<file path="src/hw/rtl/ffa_ram.sv">
// Generic single-write, single-read RAM with a registered read port.
module ffa_ram #(
	parameter int WIDTH = 8,
	parameter int DEPTH = 16
) (
	input  logic                     clk,
	input  logic                     we,
	input  logic [$clog2(DEPTH)-1:0] waddr,
	input  logic [WIDTH-1:0]         wdata,
	input  logic [$clog2(DEPTH)-1:0] raddr,
	output logic [WIDTH-1:0]         rdata
);

	logic [WIDTH-1:0] mem_q [DEPTH];

	always_ff @(posedge clk) begin
		if (we) begin
			mem_q[waddr] <= wdata;
		end
		rdata <= mem_q[raddr];
	end

endmodule

</file>
<file path="config.mk">
export PLATFORM = sky130hd
export DESIGN_NAME = ffa_ram
export DESIGN_NICKNAME = d
export VERILOG_FILES = /design/src/hw/rtl/ffa_ram.sv
export SDC_FILE = /design/constraint.sdc
export NUM_CORES = 1
export LEC_CHECK = 0
export CAP_MARGIN = 20
export CORE_MARGIN = 1.5
export CORE_UTILIZATION = 62
export DETAILED_ROUTE_END_ITERATION = 6
export DONT_BUFFER_PORTS = 1
export GPL_ROUTABILITY_DRIVEN = 1
export HOLD_SLACK_MARGIN = 0.03
export PLACE_DENSITY = 0.78
export REMOVE_ABC_BUFFERS = 1
export SYNTH_ARGS = -nofsm -noshare
export SYNTH_HDL_FRONTEND = slang
export SYNTH_SLANG_ARGS = --single-unit
</file>
<file path="constraint.sdc">
create_clock -name clk -period 2.15 [get_ports clk]
set_clock_uncertainty 0.15 [all_clocks]
set_input_delay 0 -clock clk [delete_from_list [all_inputs] [get_ports clk]]
set_output_delay 0 -clock clk [all_outputs]
set_load 0.05 [all_outputs]
</file>
After elaboration in Yosys (flattened, before gate mapping):

Memories as Yosys holds them, arrays and structs flattened. A register that Yosys moved wholly into a read port is not among the register bits.
Cells that the tools add are included.

* add/sub/neg operators: 0
* $mul: 0
* divide/modulo/power cells: 0
* order comparisons: 0
* equality and inequality tests: 0
* shift-type cells: 0
* multiplexer cells: 2
* bitwise logic cells: 0
* reduce and logical (&&, ||, !) cells: 0

Operators by type and width (number)
* $mux 1: 2

* bits in registers: 0
* latch bits: 0
* RAM bits: 128
* ROM bits: 0
* bits of input ports: 18
* output and inout bits: 8
* memories kept: 1

Memories
* mem_q: words 16, bits a word 8, read ports 1, clocked after Yosys merged registers in 1, wr ports 1, RTL line 14 `logic [WIDTH-1:0] mem_q [DEPTH];`

Logic depth before layout (Yosys ltp):

Gate-level depths: netlist (run 1).

* depth after elaboration: 2
* gate-level depth with buffers: 5
* depth with buffers taken out: 3

Worst setup path after synthesis (run 1):

Ideal clock, no wire load.

* path type: input to register
* start: input port waddr[2]
* end: memory mem_q[0][0] (enable)
* library setup time: 383 ps
* data arrival time: 1110 ps
* data required time: 1617 ps
* path slack: 507 ps
* cell stages on the path: 2
* buffers on the path: 0
* cells stage by stage: or3b_2 nor3_1

RTL lines
* start: declaration: RTL line 8 `input logic [$clog2(DEPTH)-1:0] waddr,`
* end: declaration: RTL line 14

Straight into the memory's write port.

==> results of run 1 <==
final cells by class:
type                    count  share of cell area, %
multi-input cells          83                   17.0
clock buffers              18                   6.87
repair buffers             43                   6.71
clock inverters            14                   3.01
flip-flops and latches    136                   64.3
well taps                 105                   2.11
cells in the mapped netlist:
master and n:
edfxtp_1 128, mux4_2 18, a22oi_1 16, mux4_1 14
nor2_1 13, nand2_1 9, dfxtp_1 8, nor3_1 4
buf_2 3, buf_6 3, clkdlybuf4s25_2 3, nand2b_1 2
nand3b_1 2, and2_1 1, and2b_1 1, buf_4 1
nand3_1 1, nor2b_1 1, or3b_2 1
kinds of logic after synthesis:
logic type,count (synthesis),share of synthesized area (%)
DFF,136,77.8
and+or+nand+nor,35,3.18
muxes,32,15.0
AOI/OAI and AO/OA,16,2.33
buffers and inverters,10,1.68
worst max-delay path, cell delays in order:
cell           delay [ns]
dlygate4sd3_1        0.60
nor2b_1              0.16
dlygate4sd3_1        0.82
a22oi_1              0.14
dlygate4sd3_1        0.59
nand2_1              0.07
state kept, by name (all words and copies together) (netlist names):
register  cells
mem_q       128
rdata         8
power breakdown:
part | internal, µW | switching, µW
Sequential | 2960 | 82.7
Combinational | 128 | 151
Clock | 1830 | 1130
worst max path at each step:
| stage | from | to | slack [ns] | cells past startpoint |
|---|---|---|---|---|
| 4_1_cts | raddr[2] | rdata[2] | 0.07 | 6 |
| 6_report | raddr[2] | rdata[2] | 0.07 | 6 |
| 5_1_grt | mem_q[10][1] | rdata[1] | 0.05 | 4 |
| 3_5_place_dp | waddr[2] | mem_q[1][7] | 0.56 | 2 |
| 2_1_floorplan | waddr[2] | mem_q[0][0] | 0.51 | 2 |
| 3_3_place_gp | waddr[2] | mem_q[1][5] | 0.62 | 2 |
per-stage QoR:
stage	cell area [µm²]	cells	hold slack (ns)	util [%]
after floorplan	5060	219	-0.0511	-
after global placement	5310	340	-0.0505	65.3
after detailed placement	5310	340	-0.0506	65.3
after CTS	6230	399	0.184	76.5
after global routing	6230	399	0.285	76.5
final	6230	399	0.250	76.5
layer usage:
metal	part of all wire, %	wire length [µm]	global-route usage [%]
met1	40	4060	35.6
met2	51	5150	40.6
met3	6.8	682	7.36
met4	1.5	148	7.59
met5	0	0	0
==> summary.md, run 1 <==
| Metric | Value |
|---|---|
| CP endpoint kind | flip-flop |
| Num ports | 26 |
| Commonest non-fill, non-tap cell in the layout | edfxtp_1 |
| Port Buffer Count | 0 |
| Final setup margin | 0.0736 ns |
| Seq cells post-synth | 136 |
| Max cap viols | 0 |
| Drt drc | 0 |
| Required @ worst endpoint | 2.46 ns |
| Vias in the first global route | 2516 |
| Clock sink count | 136 |
| Post-synthesis cell area | 5150 µm² |
| DP Worst Slack | 0.564 ns |
| Multi-input gate area | 1060 µm² |
| Hold path endpoint | rdata[1] |
| GP Congestion | 0.794 |
| Share of Yosys cell area claimed by the top area cell type | 74.7% |
| Dominant cell type by area after synthesis | edfxtp_1 |
| Slew Limit Fails | 0 |
| Global-route wire length before repair | 15100 µm |
| Clock period minus final worst setup slack | 2.08 ns |
| Static Leak | 0.00210 µW |
| Register area | 4000 µm² |
| Drt via density | 6.27 |
| # H-tree levels | 4 |
| Reg2reg path depth | 4 |
| Antenna Nets Post-Route | 0 |
| Total Routing Usage GR | 25.7% |
| Cts hold-fix bufs | 27 |
| Via Count | 2503 |
| Synthesized instance count | 229 |
| Share of cells above drive strength 1 | 23.5% |
| CP max FO | 8 |
| Root buffer cell | clkbuf_8 |
| Die height | 94.1 µm |
| Fillers | 438 |
| TritonCTS clock tree | yes |
| Final hold violations | 0 |
| DRT Pass-1 Iters | 5 |
| WHS Path Cells | 4 |
| Setup CP Type | input port to flip-flop |
| Remaining global-route overflow | 0 |
| Antenna diodes | 0 |
| Synth top area cells | edfxtp_1 75%, mux4_2 7.9%, mux4_1 7.1%, dfxtp_1 3.1%, a22oi_1 2.3% |
| Max transition margin | 55.2% |
| Setup repair bufs after CTS | 0 |
| Post-Route WL | 10000 µm |
| Worst r2r dst | rdata[1] |
| Register area share after synthesis | 77.8% |
| Most frequent cells in the layout | 128 x edfxtp_1, 25 x dlygate4sd3_1, 18 x mux4_2 |
| P per Cell Area | 1010 nW/µm² |
| Endpoints failing setup | 0 |
| Unique masters post-synth | 19 |
| Hold path start | raddr[0] |
| Clock buffer depth | 2 |
| TritonCTS Buffers | 17 |
| Cell Rows | 33 |
| Pwr Total | 6280 µW |
| Clock transition at path regs | 0.07 ns |
| Outcome | finished, final reports clean |
| Setup crit start kind | input port |
| Tightest Pin Transition | 0.669 ns |
| Clock latency on the worst-skew pair | 0.52 ns |
| Largest net degree at the start of global routing | 33 |
| Initial antenna violation count | 0 |
| Drt wl/cell | 25.2 µm |
| Reg2reg setup slack | 0.14 ns |
| Initial Util | 63.3% |
| Core box area | 8130 µm² |
| Hold/Removal Path Class | input port to flip-flop |
| Synth warnings | 0 |
| Worst reg2reg startpoint | mem_q[9][1] |
| RSZ-0062 raised after global routing | no |
| Die Wd | 94.1 µm |
| Worst path arrival time | 2.39 ns |
| Starting DRC count in detailed routing | 288 |
| Area added between synthesis and finish | 21.0% |
| Crit share post-route | 96.6% |
| Setup TNS | 0 ns |
| Final nets | 299 |
| Syn avg cell area | 22.5 µm² |
| Dpl hpwl | 5910 µm |
| VDD IR max | 662 µV |
| Total Die Area | 8860 µm² |
| FMAX | 0.482 GHz |
| Resize count post-CTS | 0 |
Note: power is estimated with default switching activity, not from simulation.
==> run 2: changes to the inputs <==
- PLACE_DENSITY: 0.78 -> unset
- PLACE_DENSITY_LB_ADDON: unset -> 0.05
==> summary.md, run 2 (synthesis results as in run 1) <==
| Metric | Value |
|---|---|
| Outcome | finished, final reports clean |
| RSZ-0062 raised after global routing | no |
| Layout Cells excl Fill | 399 |
| Total Die Area | 8860 µm² |
| Placed cell count | 338 |
| Setup repair bufs after CTS | 0 |
| Worst-path cell chain | dlygate4sd3_1 > clkbuf_16 > mux4_1 > dlygate4sd3_1 > a22oi_1 > nand2_1 |
| Setup crit start kind | input port |
| Multi-input gate area | 1060 µm² |
| Hold path start | raddr[0] |
| Worst reg2reg startpoint | mem_q[1][2] |
| Endpoints failing setup | 0 |
| Final hold slack | 0.243 ns |
| FMAX | 0.485 GHz |
| Clock period minus final worst setup slack | 2.06 ns |
| Port Buffer Count | 0 |
| Antenna Nets Post-Route | 0 |
| WHS Path Cells | 4 |
| Slew Limit Fails | 0 |
| Core box area | 8130 µm² |
| Crit share post-route | 95.9% |
| Static Leak | 0.00209 µW |
| Drt via density | 6.17 |
| Num ports | 26 |
| Initial Util | 63.3% |
| Slowest cell delay on critical path | 0.65 ns |
| Clock buffer depth | 2 |
| # H-tree levels | 4 |
| VDD IR max | 670 µV |
| Share of cells above drive strength 1 | 22.4% |
| Setup CP Type | input port to flip-flop |
| GP Congestion | 0.798 |
| Max reg flops | 128 |
| Remaining global-route overflow | 0 |
| Vias in the first global route | 2640 |
| Final nets | 299 |
| CP endpoint kind | flip-flop |
| Total Routing Usage GR | 26.2% |
| DRT Pass-1 Iters | 4 |
| Die height | 94.1 µm |
| Gate power share | 4.4% |
| Reg2reg path depth | 4 |
| Int Power | 4990 µW |
| Reg2reg setup slack | 0.16 ns |
| Most frequent cells in the layout | 128 x edfxtp_1, 26 x dlygate4sd3_1, 18 x mux4_2, 17 x clkbuf_16, 16 x a22oi_1 |
| Initial antenna violation count | 0 |
| Global-route wire length before repair | 15300 µm |
| P per Cell Area | 1010 nW/µm² |
| Setup TNS | 0 ns |
| TritonCTS clock tree | yes |
| Largest net degree at the start of global routing | 33 |
| Flop pwr share | 48.4% |
| Slowest library cell on the worst path | dlygate4sd3_1 |
| Max cap viols | 0 |
| Most used cell along the critical path | dlygate4sd3_1 |
| Dpl hpwl | 5920 µm |
| Clock transition at path regs | 0.06 ns |
| Post-Route WL | 10400 µm |
| Register area | 4000 µm² |
| Largest register by flop count | mem_q |
| Hold path endpoint | rdata[4] |
| Final hold violations | 0 |
| Via Count | 2462 |
| Root buffer cell | clkbuf_8 |
| Area added between synthesis and finish | 21.1% |
| Antenna diodes | 0 |
| Clock Power Share | 47.2% |
| Cell Rows | 33 |
| Required @ worst endpoint | 2.39 ns |
| Die Wd | 94.1 µm |
| Worst path arrival time | 2.30 ns |
| Switching Share | 20.8% |
| Drt drc | 0 |
| DP Worst Slack | 0.512 ns |
| Starting DRC count in detailed routing | 239 |
| CP max FO | 16 |
| Clock sink count | 136 |
| Clock latency on the worst-skew pair | 0.51 ns |
| Tightest Pin Transition | 0.806 ns |
| Drt wl/cell | 26.1 µm |
| Commonest non-fill, non-tap cell in the layout | edfxtp_1 |
| Worst r2r dst | rdata[2] |
| TritonCTS Buffers | 17 |
| Switch Pwr | 1310 µW |
| Fillers | 404 |
| Final setup margin | 0.0891 ns |
| Max transition margin | 46.1% |
| Largest registers | mem_q x128, rdata x8 |
| Hold/Removal Path Class | input port to flip-flop |
## run 2: area by class of cell
class	count	area share [%]
clock buffer	19	6.77
multi-input combinational	83	17.0
tap	105	2.11
clock inverter	13	3.13
timing repair buffer	43	6.77
sequential	136	64.3
## run 2: how the worst max path moves through the flow
stage,from,to,slack [ns]
2_1_floorplan,waddr[2],mem_q[0][0],0.51
3_3_place_gp,waddr[2],mem_q[2][1],0.55
3_5_place_dp,waddr[2],mem_q[1][3],0.51
4_1_cts,raddr[0],rdata[3],0.08
5_1_grt,raddr[0],rdata[2],0.03
6_report,raddr[0],rdata[2],0.09
## run 2: critical path, delay by kind of cell
family	cells	cell delay, ns
simple gates	1	0.07
mux	1	0.55
buf+inv	3	1.47
compound gates	1	0.20
## run 2: what timing repair did
action                     in CTS  in global routing
gates resized for setup         0                  1
hold endpoints to repair      264                  0
setup endpoints to repair       0                  3
hold buffers                   28                  0
## run 2: layer usage
metal  track usage [%]  up-vias  part of all wire [%]
met5                 0        -                     0
met3              7.36       17                   6.6
met1              33.7     1270                    39
met4              10.7        0                   1.4
met2              42.6       94                    53
li1                  -     1081                     -
## run 2: power by group through the flow
stage / Combinational [µW] / Clock [µW] / Sequential (µW)
2_1_floorplan: 119 / 0 / 3090
5_1_grt: 299 / 3120 / 3060
4_1_cts: 274 / 3010 / 3050
3_5_place_dp: 157 / 0 / 3110
3_3_place_gp: 155 / 0 / 3100
6_report: 277 / 2970 / 3050
## run 2: metrics by stage
stage	util [%]	total power, µW	cell area, µm²
2_1_floorplan	-	3210	5060
3_3_place_gp	65.1	3260	5300
3_5_place_dp	65.1	3260	5300
4_1_cts	76.5	6340	6220
5_1_grt	76.6	6480	6230
6_report	76.6	6300	6230
==> run 3: changes to the inputs <==
- CELL_PAD_IN_SITES_DETAIL_PLACEMENT: unset -> 0
- CELL_PAD_IN_SITES_GLOBAL_PLACEMENT: unset -> 2
- CORE_UTILIZATION: 62 -> 50
==> summary.md, run 3 (synthesis results as in run 1) <==
| Metric | Value |
|---|---|
| Setup TNS | 0 ns |
| Setup crit start kind | input port |
| Most frequent cells in the layout | 128 x edfxtp_1, 26 x dlygate4sd3_1, 18 x mux4_2, 16 x a22oi_1, 16 x clkbuf_16 |
| Reg2reg path depth | 4 |
| Endpoints failing setup | 0 |
| Num ports | 26 |
| FMAX | 0.488 GHz |
| Crit path max-delay family | buffers and inverters |
| Switching Share | 19.8% |
| Final hold violations | 0 |
| Drt drc | 0 |
| Switch Pwr | 1260 µW |
| Met2 Track Usage GR | 31.3% |
| Clock period minus final worst setup slack | 2.05 ns |
| Bufs and invs on worst path | 3 |
| RSZ-0062 raised after global routing | no |
| TritonCTS Buffers | 17 |
| Total Routing Usage GR | 20.1% |
| CP endpoint kind | flip-flop |
| Slowest library cell on the worst path | dlygate4sd3_1 |
| Vias in the first global route | 2541 |
| Setup CP Type | input port to flip-flop |
| Clock Power Share | 47.9% |
| # H-tree levels | 4 |
| Worst r2r dst | rdata[5] |
| TritonCTS clock tree | yes |
| Resize count post-CTS | 0 |
| Static Leak | 0.00210 µW |
| Drt wl/cell | 23.1 µm |
| Remaining global-route overflow | 0 |
| Largest net degree at the start of global routing | 33 |
| Slowest cell delay on critical path | 0.62 ns |
| Source of the critical timing path | raddr[0] |
| Initial Util | 52.2% |
| Met1 usage | 27.3% |
| Antenna diodes | 0 |
| Slew Limit Fails | 0 |
| Die height | 104 µm |
| Drt via density | 5.62 |
| Clock transition at path regs | 0.06 ns |
| Tightest Pin Transition | 0.818 ns |
| Most used cell along the critical path | dlygate4sd3_1 |
| Initial antenna violation count | 0 |
| Final nets | 298 |
| Flop pwr share | 47.8% |
| Worst-path cell chain | dlygate4sd3_1 > buf_16 > mux4_1 > a22oi_1 > dlygate4sd3_1 > nand2_1 |
| VDD IR max | 500 µV |
| DP Worst Slack | 0.597 ns |
| Global-route wire length before repair | 15200 µm |
| P per Cell Area | 1020 nW/µm² |
| Largest register by flop count | mem_q |
| Max cap viols | 0 |
| Hold/Removal Path Class | input port to flip-flop |
| GP Congestion | 0.711 |
| Core box area | 9860 µm² |
| Via Count | 2394 |
| Share of cells above drive strength 1 | 22.5% |
| Post-Route WL | 9860 µm |
| Largest registers | mem_q x128, rdata x8 |
| Root buffer cell | clkbuf_8 |
| Fillers | 675 |
| Commonest non-fill, non-tap cell in the layout | edfxtp_1 |
| Worst reg2reg startpoint | mem_q[14][5] |
| Met3 Use GR | 5.01% |
| DP Area | 5330 µm² |
| Final setup margin | 0.102 ns |
| Starting DRC count in detailed routing | 170 |
| Required @ worst endpoint | 2.39 ns |
| Gate power share | 4.3% |
| Dpl hpwl | 6060 µm |
| Worst path arrival time | 2.29 ns |
| Cell Rows | 36 |
| Clock sink count | 136 |
| Antenna Nets Post-Route | 0 |
| Reg2reg setup slack | 0.20 ns |
| DRT Pass-1 Iters | 5 |
| Fin area | 6270 µm² |
| Max reg flops | 128 |
| Crit path capture | rdata[1] |
| Total Die Area | 10900 µm² |
| Area added between synthesis and finish | 21.9% |
| Outcome | finished, final reports clean |
| Crit share post-route | 95.3% |
| Clock buffer depth | 2 |
| Port Buffer Count | 0 |
| Clock latency on the worst-skew pair | 0.51 ns |
| CP max FO | 31 |
| Levels on crit path | 6 |
| GRT busiest layer | met2 |
| Int Power | 5120 µW |
| WHS Path Cells | 2 |
| Max transition margin | 45.2% |
| Die Wd | 104 µm |
==> run 3: cell count changes in the layout (fill, tap and decap cells not counted) <==
cell        change
buf_16          +1
buf_6           -1
bufinv_16       +1
clkbuf_1        -1
clkbuf_16       -1
clkbuf_8        +1
clkinv_2        +4
clkinv_4        -1
clkinvlp_4      -1
inv_6           -3
==> run 3: per-layer routing <==
| metal | wire, µm | vias up |
|---|---|---|
| met5 | 0 | - |
| met4 | 146 | 0 |
| met3 | 535 | 11 |
| met2 | 4880 | 82 |
| met1 | 4300 | 1221 |
| li1 | - | 1080 |
==> run 3: final cells by class <==
type,count,area [µm²],share of cell area (%)
Tap cell,133,166,2.65
Timing Repair Buffer,42,413,6.58
Clock inverter,13,203,3.23
Multi-Input combinational cell,83,1060,16.8
Clock buffer,19,432,6.88
Sequential cell,136,4000,63.8
==> run 3: worst min path at each step <==
stage | startpoint | to
2_1_floorplan | wdata[0] | mem_q[0][0]
3_3_place_gp | wdata[2] | mem_q[5][2]
3_5_place_dp | wdata[5] | mem_q[11][5]
4_1_cts | raddr[0] | rdata[0]
5_1_grt | waddr[1] | mem_q[4][6]
6_report | waddr[1] | mem_q[4][6]
==> run 3: power groups by stage <==
stage / sequential [µW] / combinational, µW / clock, µW
final: 3050 / 274 / 3060
after global routing: 3050 / 300 / 3210
after CTS: 3050 / 278 / 3100
after detailed placement: 3110 / 161 / 0
after global placement: 3100 / 161 / 0
after floorplan: 3090 / 119 / 0
==> run 3: worst reg2reg max path, delay by kind of cell (launching register included) <==
kind                   cells  cell delay [ns]
AOI/OAI and AO/OA          1             0.14
and+or+nand+nor            1             0.08
DFF                        1             0.40
muxes                      1             0.49
buffers and inverters      1             0.57
==> run 3: repair_timing <==
action / CTS / global route
hold buffers: 28 / 0
buffers inserted: 0 / 0
hold endpoints to repair: 264 / 0
==> run 3: per-stage QoR <==
step	power, µW	utilization [%]	cells	hold slack, ns
2_1_floorplan	3210	-	219	-0.0511
3_3_place_gp	3260	54.1	366	-0.0503
3_5_place_dp	3270	54.1	366	-0.0504
4_1_cts	6430	63.6	426	0.175
5_1_grt	6560	63.6	426	0.207
6_report	6380	63.6	426	0.212
